**src/sv/gde_pkg.sv**
```systemverilog
// shared types and constants for the gpio debounce event block
// no dependencies
package gde_pkg;

  localparam int MaskChannels = 8;
  localparam int DebounceW    = 16;
  localparam int TimeW        = 32;
  localparam int CfgIdxW      = 3;
  localparam int CfgDataW     = 16;
  localparam int InDataW      = 48;
  localparam int OutDataW     = 16;
  localparam int ChanFieldW   = 3;

  typedef enum logic [CfgIdxW-1:0] {
    CfgDebounce = 3'd0,
    CfgInvert   = 3'd1,
    CfgEnable   = 3'd2,
    CfgOutput   = 3'd3,
    CfgReport   = 3'd4
  } cfg_idx_e;

  typedef enum logic {
    OpSample  = 1'b0,
    OpCommand = 1'b1
  } op_e;

  typedef enum logic {
    KindReport = 1'b0,
    KindDrive  = 1'b1
  } kind_e;

  typedef enum logic [4:0] {
    StIdle   = 5'b00001,
    StScan   = 5'b00010,
    StFlush  = 5'b00100,
    StCmd    = 5'b01000,
    StCmdOut = 5'b10000
  } seq_state_e;

  typedef struct packed {
    logic [DebounceW-1:0]    debounce_ms;
    logic                    invert;
    logic [MaskChannels-1:0] enable_mask;
    logic [MaskChannels-1:0] output_mask;
    logic [MaskChannels-1:0] report_mask;
  } cfg_t;

  typedef struct packed {
    logic             rep;
    logic             pend;
    logic [TimeW-1:0] since;
  } chan_rd_t;

  typedef struct packed {
    logic             rep_we;
    logic             rep;
    logic             pend_we;
    logic             pend;
    logic [TimeW-1:0] since;
  } chan_wr_t;

endpackage

```
**src/sv/gde_chan_store.sv**
```systemverilog
// per-channel debounce state: reported level, pending level, pending timestamp
// depends on gde_pkg
module gde_chan_store #(
  parameter int NumChan = 8,
  parameter int IdxW    = 3
) (
  input  logic                clk_i,
  input  logic                rst_ni,
  input  logic [IdxW-1:0]     rd_idx_i,
  output gde_pkg::chan_rd_t   rd_o,
  input  logic [IdxW-1:0]     wr_idx_i,
  input  gde_pkg::chan_wr_t   wr_i,
  output logic [NumChan-1:0]  rep_levels_o
);
  import gde_pkg::*;

  logic [NumChan-1:0] rep_q, rep_d;
  logic [NumChan-1:0] pend_q, pend_d;
  logic [TimeW-1:0]   since_q [NumChan];

  always_comb begin
    rep_d  = rep_q;
    pend_d = pend_q;
    if (wr_i.rep_we) begin
      rep_d[wr_idx_i] = wr_i.rep;
    end
    if (wr_i.pend_we) begin
      pend_d[wr_idx_i] = wr_i.pend;
    end
  end

  always_ff @(posedge clk_i or negedge rst_ni) begin
    if (!rst_ni) begin
      rep_q  <= '0;
      pend_q <= '0;
      for (int c = 0; c < NumChan; c++) begin
        since_q[c] <= '0;
      end
    end else begin
      rep_q  <= rep_d;
      pend_q <= pend_d;
      if (wr_i.pend_we) begin
        since_q[wr_idx_i] <= wr_i.since;
      end
    end
  end

  assign rd_o.rep     = rep_q[rd_idx_i];
  assign rd_o.pend    = pend_q[rd_idx_i];
  assign rd_o.since   = since_q[rd_idx_i];
  assign rep_levels_o = rep_q;

endmodule

```
**src/sv/gde_engine.sv**
```systemverilog
// sequencer with shared time-difference unit, report holding stage and output register
// depends on gde_pkg and drives gde_chan_store through its ports
module gde_engine #(
  parameter int NumChan = 8,
  parameter int IdxW    = 3
) (
  input  logic                           clk_i,
  input  logic                           rst_ni,
  input  gde_pkg::cfg_t                  cfg_i,
  input  logic                           s_axis_tvalid_i,
  output logic                           s_axis_tready_o,
  input  logic [gde_pkg::InDataW-1:0]    s_axis_tdata_i,
  input  logic                           s_axis_tuser_i,
  output logic                           m_axis_tvalid_o,
  input  logic                           m_axis_tready_i,
  output logic [gde_pkg::OutDataW-1:0]   m_axis_tdata_o,
  output logic                           m_axis_tlast_o,
  output logic                           m_axis_tuser_o,
  output logic [IdxW-1:0]                rd_idx_o,
  input  gde_pkg::chan_rd_t              rd_i,
  output logic [IdxW-1:0]                wr_idx_o,
  output gde_pkg::chan_wr_t              wr_o,
  input  logic [NumChan-1:0]             rep_levels_i
);
  import gde_pkg::*;

  localparam logic [IdxW-1:0]  LastIdx  = IdxW'(NumChan - 1);
  localparam logic [ChanFieldW:0] NumChanW = (ChanFieldW + 1)'(NumChan);

  seq_state_e state_q, state_d;
  logic [IdxW-1:0] idx_q, idx_d;

  logic [TimeW-1:0]        now_q;
  logic [MaskChannels-1:0] pins_q;
  logic [ChanFieldW-1:0]   cch_q;
  logic                    cval_q;

  logic            held_valid_q, held_valid_d;
  logic [IdxW-1:0] held_ch_q, held_ch_d;
  logic            held_lvl_q, held_lvl_d;

  logic                    out_valid_q, out_valid_d;
  logic                    out_kind_q, out_kind_d;
  logic [ChanFieldW-1:0]   out_ch_q, out_ch_d;
  logic                    out_lvl_q, out_lvl_d;
  logic [MaskChannels-1:0] out_drv_q, out_drv_d;
  logic                    out_last_q, out_last_d;

  logic                    accept;
  logic                    can_push;
  logic                    eligible;
  logic                    lvl;
  logic [TimeW-1:0]        new_since;
  logic [TimeW-1:0]        diff;
  logic                    settle;
  logic                    cmd_ok;
  logic [MaskChannels-1:0] drive;

  assign s_axis_tready_o = (state_q == StIdle);
  assign accept          = s_axis_tvalid_i && s_axis_tready_o;
  assign can_push        = !out_valid_q || m_axis_tready_i;

  // shared debounce check for the channel under the scan pointer
  assign eligible  = cfg_i.enable_mask[idx_q] && !cfg_i.output_mask[idx_q]
                     && cfg_i.report_mask[idx_q];
  assign lvl       = pins_q[idx_q] ^ cfg_i.invert;
  assign new_since = (lvl != rd_i.pend) ? now_q : rd_i.since;
  assign diff      = now_q - new_since;
  assign settle    = eligible && (lvl != rd_i.rep)
                     && (diff >= {{(TimeW-DebounceW){1'b0}}, cfg_i.debounce_ms});

  assign cmd_ok = ({1'b0, cch_q} < NumChanW) && cfg_i.enable_mask[cch_q]
                  && cfg_i.output_mask[cch_q];

  always_comb begin
    drive = '0;
    for (int c = 0; c < NumChan; c++) begin
      drive[c] = cfg_i.enable_mask[c] & cfg_i.output_mask[c]
                 & (rep_levels_i[c] ^ cfg_i.invert);
    end
  end

  assign rd_idx_o = idx_q;

  always_comb begin
    state_d      = state_q;
    idx_d        = idx_q;
    held_valid_d = held_valid_q;
    held_ch_d    = held_ch_q;
    held_lvl_d   = held_lvl_q;
    out_valid_d  = out_valid_q;
    out_kind_d   = out_kind_q;
    out_ch_d     = out_ch_q;
    out_lvl_d    = out_lvl_q;
    out_drv_d    = out_drv_q;
    out_last_d   = out_last_q;
    wr_idx_o     = idx_q;
    wr_o         = '0;
    wr_o.since   = now_q;
    wr_o.pend    = lvl;
    wr_o.rep     = lvl;

    if (m_axis_tready_i) begin
      out_valid_d = 1'b0;
    end

    unique case (state_q)
      StIdle: begin
        if (accept) begin
          idx_d        = '0;
          held_valid_d = 1'b0;
          state_d      = (s_axis_tuser_i == OpSample) ? StScan : StCmd;
        end
      end
      StScan: begin
        if (!(settle && held_valid_q && !can_push)) begin
          wr_o.pend_we = eligible;
          wr_o.since   = new_since;
          wr_o.rep_we  = settle;
          if (settle) begin
            if (held_valid_q) begin
              out_valid_d = 1'b1;
              out_kind_d  = KindReport;
              out_ch_d    = ChanFieldW'(held_ch_q);
              out_lvl_d   = held_lvl_q;
              out_drv_d   = drive;
              out_last_d  = 1'b0;
            end
            held_valid_d = 1'b1;
            held_ch_d    = idx_q;
            held_lvl_d   = lvl;
          end
          if (idx_q == LastIdx) begin
            state_d = StFlush;
          end else begin
            idx_d = idx_q + 1'b1;
          end
        end
      end
      StFlush: begin
        if (!held_valid_q) begin
          state_d = StIdle;
        end else if (can_push) begin
          out_valid_d  = 1'b1;
          out_kind_d   = KindReport;
          out_ch_d     = ChanFieldW'(held_ch_q);
          out_lvl_d    = held_lvl_q;
          out_drv_d    = drive;
          out_last_d   = 1'b1;
          held_valid_d = 1'b0;
          state_d      = StIdle;
        end
      end
      StCmd: begin
        wr_idx_o    = IdxW'(cch_q);
        wr_o.rep    = cval_q;
        wr_o.rep_we = cmd_ok;
        state_d     = cmd_ok ? StCmdOut : StIdle;
      end
      StCmdOut: begin
        if (can_push) begin
          out_valid_d = 1'b1;
          out_kind_d  = KindDrive;
          out_ch_d    = cch_q;
          out_lvl_d   = cval_q;
          out_drv_d   = drive;
          out_last_d  = 1'b1;
          state_d     = StIdle;
        end
      end
      default: begin
        state_d = StIdle;
      end
    endcase
  end

  always_ff @(posedge clk_i or negedge rst_ni) begin
    if (!rst_ni) begin
      state_q      <= StIdle;
      idx_q        <= '0;
      held_valid_q <= 1'b0;
      out_valid_q  <= 1'b0;
    end else begin
      state_q      <= state_d;
      idx_q        <= idx_d;
      held_valid_q <= held_valid_d;
      out_valid_q  <= out_valid_d;
    end
  end

  always_ff @(posedge clk_i) begin
    if (accept) begin
      now_q  <= s_axis_tdata_i[31:0];
      pins_q <= s_axis_tdata_i[39:32];
      cch_q  <= s_axis_tdata_i[42:40];
      cval_q <= s_axis_tdata_i[43];
    end
    held_ch_q  <= held_ch_d;
    held_lvl_q <= held_lvl_d;
    out_kind_q <= out_kind_d;
    out_ch_q   <= out_ch_d;
    out_lvl_q  <= out_lvl_d;
    out_drv_q  <= out_drv_d;
    out_last_q <= out_last_d;
  end

  assign m_axis_tvalid_o = out_valid_q;
  assign m_axis_tdata_o  = {4'b0, out_drv_q, out_lvl_q, out_ch_q};
  assign m_axis_tlast_o  = out_last_q;
  assign m_axis_tuser_o  = out_kind_q;

endmodule

```
**src/sv/gpio_debounce_event_block.sv**
```systemverilog
// gpio debounce event block: config registers, channel state, scan sequencer
// a sample word is accepted, scanned one channel at a time (up to eight), then flushed
// a command word runs StCmd, then StCmdOut if valid; scan unit and output register set the pace
// reports leave one per cycle while the scan runs unless the output side stalls
// reset (asynchronous, active low) clears all channel state and loads register defaults
// depends on gde_pkg, gde_chan_store, gde_engine
module gpio_debounce_event_block #(
  parameter int CHANNELS = 8
) (
  input  logic                          clk_i,
  input  logic                          rst_ni,
  // config write channel
  input  logic                          cfg_valid_i,
  output logic                          cfg_ready_o,
  input  logic [gde_pkg::CfgIdxW-1:0]   cfg_index_i,
  input  logic [gde_pkg::CfgDataW-1:0]  cfg_data_i,
  // input words
  input  logic                          s_axis_tvalid_i,
  output logic                          s_axis_tready_o,
  // now_ms[31:0], pin_levels[39:32], command_channel[42:40], command_value[43], zero pad
  input  logic [gde_pkg::InDataW-1:0]   s_axis_tdata_i,
  // op
  input  logic                          s_axis_tuser_i,
  // result words
  output logic                          m_axis_tvalid_o,
  input  logic                          m_axis_tready_i,
  // channel[2:0], level[3], drive_levels[11:4], zero pad
  output logic [gde_pkg::OutDataW-1:0]  m_axis_tdata_o,
  output logic                          m_axis_tlast_o,
  // kind
  output logic                          m_axis_tuser_o
);
  import gde_pkg::*;

  localparam int NumChan = (CHANNELS < MaskChannels) ? CHANNELS : MaskChannels;
  localparam int IdxW    = (NumChan > 1) ? $clog2(NumChan) : 1;

  cfg_t cfg_q, cfg_d;

  logic [IdxW-1:0]    rd_idx;
  logic [IdxW-1:0]    wr_idx;
  chan_rd_t           rd;
  chan_wr_t           wr;
  logic [NumChan-1:0] rep_levels;

  assign cfg_ready_o = 1'b1;

  always_comb begin
    cfg_d = cfg_q;
    if (cfg_valid_i) begin
      unique case (cfg_index_i)
        CfgDebounce: cfg_d.debounce_ms = cfg_data_i;
        CfgInvert:   cfg_d.invert      = cfg_data_i[0];
        CfgEnable:   cfg_d.enable_mask = cfg_data_i[7:0];
        CfgOutput:   cfg_d.output_mask = cfg_data_i[7:0];
        CfgReport:   cfg_d.report_mask = cfg_data_i[7:0];
        default:     cfg_d = cfg_q;
      endcase
    end
  end

  always_ff @(posedge clk_i or negedge rst_ni) begin
    if (!rst_ni) begin
      cfg_q.debounce_ms <= 16'd20;
      cfg_q.invert      <= 1'b0;
      cfg_q.enable_mask <= 8'hff;
      cfg_q.output_mask <= 8'h00;
      cfg_q.report_mask <= 8'hff;
    end else begin
      cfg_q <= cfg_d;
    end
  end

  gde_chan_store #(
    .NumChan (NumChan),
    .IdxW    (IdxW)
  ) u_store (
    .clk_i        (clk_i),
    .rst_ni       (rst_ni),
    .rd_idx_i     (rd_idx),
    .rd_o         (rd),
    .wr_idx_i     (wr_idx),
    .wr_i         (wr),
    .rep_levels_o (rep_levels)
  );

  gde_engine #(
    .NumChan (NumChan),
    .IdxW    (IdxW)
  ) u_engine (
    .clk_i           (clk_i),
    .rst_ni          (rst_ni),
    .cfg_i           (cfg_q),
    .s_axis_tvalid_i (s_axis_tvalid_i),
    .s_axis_tready_o (s_axis_tready_o),
    .s_axis_tdata_i  (s_axis_tdata_i),
    .s_axis_tuser_i  (s_axis_tuser_i),
    .m_axis_tvalid_o (m_axis_tvalid_o),
    .m_axis_tready_i (m_axis_tready_i),
    .m_axis_tdata_o  (m_axis_tdata_o),
    .m_axis_tlast_o  (m_axis_tlast_o),
    .m_axis_tuser_o  (m_axis_tuser_o),
    .rd_idx_o        (rd_idx),
    .rd_i            (rd),
    .wr_idx_o        (wr_idx),
    .wr_o            (wr),
    .rep_levels_i    (rep_levels)
  );

endmodule
```
**config.mk**
```make
export PLATFORM = sky130hd
export DESIGN_NAME = gpio_debounce_event_block
export DESIGN_NICKNAME = d
export VERILOG_FILES = /design/src/sv/gde_pkg.sv /design/src/sv/gde_chan_store.sv /design/src/sv/gde_engine.sv /design/src/sv/gpio_debounce_event_block.sv
export SDC_FILE = /design/constraint.sdc
export NUM_CORES = 1
export LEC_CHECK = 0
export ABC_AREA = 1
export BUFFER_PORTS_ARGS = -buffer_cell sky130_fd_sc_hd__buf_2
export CAP_MARGIN = 20
export CORE_MARGIN = 4
export CORE_UTILIZATION = 62
export CTS_CLUSTER_DIAMETER = 50
export DETAILED_ROUTE_END_ITERATION = 12
export PLACE_DENSITY = 0.8
export SYNTH_ARGS = -nofsm -noshare
export SYNTH_HDL_FRONTEND = slang
export SYNTH_SLANG_ARGS = --single-unit
```
**constraint.sdc**
```tcl
create_clock -name clk_i -period 7.5 [get_ports clk_i]
set_input_delay 0.375 -clock clk_i [delete_from_list [all_inputs] [get_ports clk_i]]
set_output_delay 0.375 -clock clk_i [all_outputs]
set_load 0.05 [all_outputs]
```
Word-level counts from Yosys, hierarchy flattened
Index checks and enable logic that the tools add are counted.
{"block": "word_totals", "elab_cells": 208, "register_bits": 385, "in_bits": 73, "out_inout_bits": 21}
{"block": "classes", "eq_ne": 21, "order_cmp": 8, "reduce_logical": 29, "add_sub_neg": 2, "muxes": 90, "n_bitwise": 28}
{"cell": "bitwise mux 256 bit", "n": 1}
{"cell": "two-way mux 32 bit", "n": 6}
{"cell": "binary-select mux 32 bit (select 3 bit)", "n": 1}
{"cell": "demux 32 bit (select 3 bit)", "n": 1}
{"cell": "two-way mux 8 bit", "n": 5}
{"cell": "two-way mux 1 bit", "n": 38}
{"cell": "greater-or-equal comparator 32 x 16 -> 1 bit", "n": 1}
{"cell": "subtractor 32 bit", "n": 1}
{"cell": "two-way mux 3 bit", "n": 10}
{"cell": "two-way mux 5 bit", "n": 6}
{"cell": "one-hot mux 5 bit (5 select lines)", "n": 1}
{"cell": "binary-select mux 1 bit (select 3 bit)", "n": 8}
{"cell": "one-hot mux 8 bit (3 select lines)", "n": 1}
{"cell": "AND 1 bit", "n": 16}
{"cell": "bitwise mux 8 bit", "n": 2}
{"cell": "one-hot mux 1 bit (3 select lines)", "n": 5}
{"cell": "less-than comparator 3 x 4 -> 1 bit (second input constant)", "n": 3}
{"cell": "!= test 2 x 1 -> 1 bit (second input constant)", "n": 6}
{"cell": "logical AND 1 bit", "n": 10}
{"cell": "AND reduction 2 bit", "n": 5}
{"cell": "one-hot mux 3 bit (3 select lines)", "n": 1}
{"cell": "XOR 1 bit", "n": 9}
{"cell": "greater-or-equal comparator 4 bit (second input constant)", "n": 2}
{"cell": "NOT 3 -> 4 bit", "n": 2}
{"cell": "27 further kinds", "n": 37}

Depth between registers and ports, before layout
{"block": "logic_depth", "depth_word": 13, "depth_mapped": 41, "depth_no_buf": 37}

Hierarchy
Synthesis repeated with hierarchy kept, for this count alone.
{"block": "hier_totals", "cells_unflattened": 3012, "hier_area_um2": 22011.1}
{"mod": "gde_chan_store", "n_inst": 1, "area_each_um2": 13371.6, "seq_area_each_um2": 6806.5, "cells_per_inst": 1838}
{"mod": "gde_engine", "n_inst": 1, "area_each_um2": 6935.4, "seq_area_each_um2": 2113.3, "cells_per_inst": 983}
{"mod": "gpio_debounce_event_block", "n_inst": 1, "area_each_um2": 1704.1, "seq_area_each_um2": 1048.5, "cells_per_inst": 191}

Worst setup path before layout
Ideal clock, no wire load.
{"block": "synth_path", "path_kind": "register to register", "start": "reg u_engine.idx_q[1] (netlist: u_engine.rd_idx_o[1])", "end": "reg u_store.since_q[120] in the netlist's numbering", "stages_incl_launch_ff": 38, "arrival_time_ns": 5.259, "setup_ns": 0.117, "slack_ns": 2.124, "synth_period_minus_slack_ns": 5.376, "t_required_ns": 7.383, "path_buffers": 6, "path_cell_list": "dfrtp_1 buf_4 inv_2 buf_6 nand3_2 nand3_2 nand3_1 nand3_4 nand2_1 inv_2 clkbuf_1 clkbuf_1 o21ai_0 ha_1 fa_1 inv_1 nand3_1 nand2_1 (+2 left out) xor2_1 ha_1 nand2_1 o21ai_0 o21ai_0 a21oi_1 a2111oi_0 nand3_1 nor2_1 nand3_1 nor2_1 nand2_2 nand3_4 buf_8 nand4_4 clkbuf_1 nand2_1 nand2_1"}
{"block": "synth_via", "elab_chain_cells": 13, "elab_cells_between_ends": 41, "classes_between": "1 x add/sub; 3 x order compare; 2 x eq/ne; 24 x mux; 3 x bitwise; 8 x reduce/logical"}
{"item": "start: declaration", "line": "gde_engine.sv:31", "source": "logic [IdxW-1:0] idx_q, idx_d;"}
{"item": "start signal: assignment", "line": "gde_engine.sv:185", "source": "idx_q <= idx_d;"}
{"item": "binary-select mux 1 bit (select 3 bit) or NOT 3 -> 4 bit (tied branches)", "line": "gde_engine.sv:66, gde_chan_store.sv:50"}
{"item": "two-way mux 1 bit (not written as such) or binary-select mux 32 bit (select 3 bit) (tied branches)", "line": "gde_engine.sv:66, gde_chan_store.sv:50"}
{"item": "XOR 1 bit or two-way mux 32 bit (tied branches)", "line": "gde_engine.sv:66, gde_chan_store.sv:50"}
{"item": "!= test 1 bit or two-way mux 32 bit (tied branches)", "line": "gde_engine.sv:67, gde_chan_store.sv:50"}
{"item": "two-way mux 32 bit", "line": "gde_engine.sv:67", "source": "assign new_since = (lvl != rd_i.pend) ? now_q : rd_i.since;"}
{"item": "subtractor 32 bit", "line": "gde_engine.sv:68", "source": "assign diff = now_q - new_since;"}
{"item": "greater-or-equal comparator 32 x 16 -> 1 bit", "line": "gde_engine.sv:70", "source": "&& (diff >= {{(TimeW-DebounceW){1'b0}}, cfg_i.debounce_ms});"}
{"item": "logical AND 1 bit", "line": "gde_engine.sv:70"}
{"item": "logical AND 1 bit (2 in series)", "line": "gde_engine.sv:116", "source": "if (!(settle && held_valid_q && !can_push)) begin"}
{"item": "two-way mux 32 bit", "line": "gde_engine.sv:116"}
{"item": "two-way mux 32 bit", "line": "gde_engine.sv:107", "source": "unique case (state_q)"}
{"item": "bitwise mux 256 bit", "line": "gde_chan_store.sv:43", "source": "since_q[wr_idx_i] <= wr_i.since;"}
{"item": "end signal: indexed assignment", "line": "gde_chan_store.sv:43"}
{"item": "end: declaration", "line": "gde_chan_store.sv:19", "source": "logic [TimeW-1:0] since_q [NumChan];"}
Several ways; a longest one is shown, not always the timed one. The select of a mux whose other input is x is not followed.
A chain may end at the register's enable or synchronous reset.

Final worst setup path
{"block": "layout_path", "start": "reg u_engine.idx_q[0] (netlist: u_engine.rd_idx_o[0])", "end": "reg u_store.since_q[226] in the netlist's numbering"}
The elaborated chain is that of the path after synthesis.

==> metrics.txt <==
# TYPE chip_impl_metric gauge
chip_impl_info{name="outcome",value="finished clean"} 1
chip_impl_metric{name="netlist_instances",unit=""} 2703
chip_impl_metric{name="power.leakage",unit="nW"} 11.9
chip_impl_metric{name="drt.antenna.violating_nets",unit=""} 0
chip_impl_metric{name="dpl_ws",unit="ns"} 0.434
chip_impl_info{name="setup.worst_path.class",value="reg -> reg"} 1
chip_impl_metric{name="ports_placed_on_the_boundary",unit=""} 94
chip_impl_metric{name="grt_overflow",unit=""} 0
chip_impl_info{name="cell_occurring_most_often_along_the_worst_timing_path",value="nand3_1"} 1
chip_impl_metric{name="synth.lib_cells_used.distinct",unit=""} 50
chip_impl_metric{name="drt_pre_antenna_iters",unit=""} 8
chip_impl_info{name="timing.critical_path.from_type",value="register"} 1
chip_impl_metric{name="vdd_drop_max",unit="uV"} 348
chip_impl_info{name="clk_tree_root_cell",value="clkbuf_16"} 1
chip_impl_info{name="setup_repair_after_global_routing_missed_its_margin",value="false"} 1
chip_impl_metric{name="cts_max_level",unit=""} 2
chip_impl_metric{name="grt_max_degree",unit=""} 155
chip_impl_metric{name="fmax",unit="GHz"} 0.146
chip_impl_metric{name="numPortBuffers",unit=""} 84
chip_impl_metric{name="worst_slack_setup_final",unit="ns"} 0.630
chip_impl_metric{name="cellPowerDensity",unit="nW/um2"} 419
chip_impl_metric{name="sequential_standard_cell_area",unit="um2"} 9970
chip_impl_info{name="worstHoldPathType",value="in -> reg"} 1
chip_impl_metric{name="timing_hold_violations_final",unit=""} 0
chip_impl_metric{name="worstMarginPinSlew",unit="ns"} 1.01
chip_impl_metric{name="syn_to_final_growth",unit="%"} 12.3
chip_impl_metric{name="cpPeakStageDelay",unit="ns"} 0.56
chip_impl_metric{name="n_fill_cell",unit=""} 2561
chip_impl_info{name="global_route.peak_usage_layer",value="met2"} 1
chip_impl_metric{name="design.final.nets",unit=""} 2902
chip_impl_metric{name="multiInputGateArea",unit="um2"} 9470
chip_impl_metric{name="place_hpwl",unit="mm"} 37.7
chip_impl_metric{name="synth_area",unit="um2"} 20600
chip_impl_metric{name="grt_antenna_before_repair",unit=""} 0
chip_impl_metric{name="die_area",unit="um2"} 36300
chip_impl_metric{name="grt.total_usage",unit="%"} 33.7
chip_impl_metric{name="place.gp.congestion",unit=""} 0.956
chip_impl_info{name="synth_most_common_cell",value="nand2_1"} 1
chip_impl_metric{name="synth_edf_count",unit=""} 62
chip_impl_info{name="synth.largest_area_cell",value="dfrtp_1"} 1
chip_impl_metric{name="clkSlewWorstSetupHoldPaths",unit="ns"} 0.06
chip_impl_metric{name="ys_ff_latch",unit=""} 385
chip_impl_info{name="post_synth_most_frequent_cells",value="1143 x nand2_1, 304 x dfrtp_1, 236 x o21ai_0"} 1
chip_impl_metric{name="core_area",unit="um2"} 32700
chip_impl_metric{name="groute.layer.met2.usage",unit="%"} 55.4
chip_impl_metric{name="chipHeight",unit="um"} 190
chip_impl_metric{name="synth_async_sr_flop_share",unit="%"} 83.9
chip_impl_metric{name="via_per_inst",unit=""} 5.94
chip_impl_metric{name="drive_above_1_share",unit="%"} 9.68
chip_impl_metric{name="placement_rows",unit=""} 66
chip_impl_metric{name="arrival",unit="ns"} 7.36
chip_impl_metric{name="finClkSkew",unit="ns"} 0.0270
chip_impl_metric{name="cts.path.max_buffers",unit=""} 3
chip_impl_metric{name="synth.yosys.warnings",unit=""} 0
chip_impl_metric{name="n_antenna_cell",unit=""} 0
chip_impl_metric{name="fin_crit_sh",unit="%"} 91.6
chip_impl_metric{name="final_period_minus_worst_setup_slack",unit="ns"} 6.87
chip_impl_metric{name="maxCapViolCount",unit=""} 0
chip_impl_metric{name="dr_total_vias",unit=""} 19300
chip_impl_metric{name="number_of_global_route_vias_before_repair",unit=""} 18800
chip_impl_metric{name="slew_viol_final",unit=""} 0
chip_impl_metric{name="first_iter_violations",unit=""} 1874
chip_impl_info{name="tritoncts",value="done"} 1
chip_impl_info{name="crit_path_top_delay_cell",value="dfrtp_4"} 1
chip_impl_metric{name="dr_drc_count",unit=""} 0
chip_impl_metric{name="global_route_wire_length_before_repair",unit="mm"} 98.1
chip_impl_metric{name="seq_area_frac_synth",unit="%"} 48.3
chip_impl_metric{name="syn_avg_cell_area",unit="um2"} 7.64
chip_impl_metric{name="slew_headroom",unit="%"} 33.0
chip_impl_info{name="synth.area.top_cells",value="dfrtp_1 37%, nand2_1 21%, edfxtp_1 9.0%"} 1
chip_impl_metric{name="initial_standard_cell_utilization_of_the_core",unit="%"} 63.1
chip_impl_metric{name="critical_path_required",unit="ns"} 7.99
chip_impl_metric{name="wl",unit="mm"} 61.1
chip_impl_metric{name="route.detailed.wl_per_inst",unit="um"} 18.8
chip_impl_metric{name="insertion_delay",unit="ns"} 0.57
chip_impl_metric{name="clock_sink_count",unit=""} 385
chip_impl_metric{name="critical_path_peak_fanout",unit=""} 44
chip_impl_metric{name="finalSetupViolations",unit=""} 0
chip_impl_metric{name="gr-usage-met1",unit="%"} 44.1
chip_impl_metric{name="met3_usage",unit="%"} 4.50
chip_impl_info{name="ys_flop_type",value="dfrtp_1"} 1
chip_impl_metric{name="cts_buffers",unit=""} 44
chip_impl_metric{name="fin_setup_tns",unit="ns"} 0
chip_impl_metric{name="final.hold.worst_slack",unit="ns"} 0.0701
chip_impl_info{name="timing.critical_path.to_type",value="register"} 1
chip_impl_metric{name="fraction_of_post_synthesis_cell_area_in_the_top_cell_type_by_area",unit="%"} 36.9
chip_impl_metric{name="fp.dieW",unit="um"} 190
-- critical path, delay by kind of cell, from the launching register on --
family / cells / cell delay [ns]
buffers and inverters: 5 / 1.17
adders and majority gates: 3 / 0.95
and+or+nand+nor: 21 / 2.84
DFF: 1 / 0.56
xor gates and xnor gates: 1 / 0.17
AOI/OAI and AO/OA: 5 / 1.10
-- repair_timing --
action | in CTS | in global routing
endpoints found under the setup margin | 0 | 264
gates resized for setup | 0 | 8
hold buffers | 45 | 0
endpoints found under the hold margin | 111 | 0
setup buffers | 0 | 0
-- cells in the final DEF (no fill, tap or decap), types with 3 or more instances in the layout --
| master | synthesis | layout |
|---|---|---|
| o21a_1 | 5 | 5 |
| buf_2 | 32 | 83 |
| conb_1 | 2 | 5 |
| dfstp_2 | 19 | 19 |
| inv_8 | 0 | 4 |
| and3_1 | 4 | 4 |
| o21ai_1 | 3 | 4 |
| inv_1 | 131 | 131 |
| nand2_2 | 32 | 34 |
| buf_12 | 0 | 6 |
| buf_4 | 16 | 27 |
| edfxtp_1 | 62 | 62 |
| nand4_4 | 5 | 5 |
| ha_1 | 47 | 47 |
| xor2_1 | 12 | 12 |
| inv_2 | 11 | 9 |
| nand4_2 | 5 | 5 |
| o22ai_1 | 53 | 53 |
| xnor2_1 | 7 | 7 |
| dfrtp_1 | 304 | 302 |
| nand4_1 | 24 | 24 |
| nand2_1 | 1143 | 1141 |
| dlygate4sd3_1 | 0 | 45 |
| nor3_1 | 12 | 12 |
| a21oi_1 | 65 | 65 |
| clkbuf_16 | 0 | 45 |
| clkinv_4 | 0 | 3 |
| clkbuf_1 | 70 | 9 |
| nand3_4 | 3 | 3 |
| clkbuf_8 | 0 | 7 |
| nand3_1 | 124 | 124 |
| nor2_1 | 197 | 196 |
| a211oi_1 | 10 | 10 |
| nand3b_1 | 27 | 27 |
| o21ai_0 | 236 | 235 |
-- path summary, 6_finish.rpt --
| check | cells after the start | end | slack [ns] | start |
|---|---|---|---|---|
| max | 35 | u_store.since_q[226] | 0.63 | u_engine.rd_idx_o[0] |
| max in group asynchronous | 3 | u_store.since_q[182] | 5.75 | rst_ni |
| max reg2reg | 35 | u_store.since_q[226] | 0.63 | u_engine.rd_idx_o[0] |
| min in group asynchronous | 2 | cfg_q[24] | 0.39 | rst_ni |
| min | 3 | cfg_q[37] | 0.07 | cfg_data_i[12] |
| min reg2reg | 2 | u_store.since_q[215] | 0.47 | u_store.since_q[215] |
-- layout make-up --
type	count	area share, %
Sequential cell	385	43.0
Multi-Input combinational cell	2044	40.8
Clock buffer	61	5.42
Timing Repair Buffer	164	5.36
Tap cell	442	2.38
Inverter	142	2.34
Clock inverter	14	0.647
-- sequential cells by signal, summed over array words and instances (netlist names), 3 cells and up --
| signal | count |
|---|---|
| u_store.since_q | 256 |
| u_engine.out_drv_q | 8 |
| u_engine.pins_q | 8 |
| u_store.pend_q | 8 |
| u_engine.rd_idx_o | 3 |
| u_engine.cch_q | 3 |
| u_engine.state_q | 5 |
| u_engine.held_ch_q | 3 |
| cfg_q | 41 |
| u_engine.now_q | 32 |
| u_store.rep_levels_o | 8 |
| u_engine.out_ch_q | 3 |
-- cells by family (layout without fill, tap and decap cells) --
family                     after synthesis  count (layout)  synth area share, %
and+or+nand+nor                       1585            1585                 31.8
AOI/OAI and AO/OA                      387             387                 10.1
DFF                                    385             385                 48.3
buffers and inverters                  277             381                 5.94
adders and majority gates               48              48                 2.95
xor gates and xnor gates                19              19                0.806
other                                    2               5               0.0364
-- routing by layer --
layer  up-vias  wire length [um]
met1      9186             23600
met2      1029             28800
met5         -                 0
met3       199              5450
li1       8906                 -
met4         0              3360
-- per-stage QoR --
step	power (mW)	cell area [um2]	utilization, %	std cells
floorplan	6.12	20700	-	2706
global placement	7.37	21300	65.1	3131
detailed placement	7.48	21300	65.1	3131
CTS	9.61	23100	70.8	3251
global route	10.4	23200	70.9	3252
finish	9.73	23200	70.9	3252
-- report_power, final --
| part | leakage (nW) | internal (mW) | total, mW | switching (mW) |
|---|---|---|---|---|
| Sequential | 4.95 | 2.42 | 2.60 | 0.178 |
| Clock | 0.683 | 1.19 | 2.08 | 0.893 |
| Combinational | 6.25 | 1.59 | 5.04 | 3.45 |
| Total | 11.9 | 5.21 | 9.73 | 4.52 |
Power figures use the tool's default switching activity.
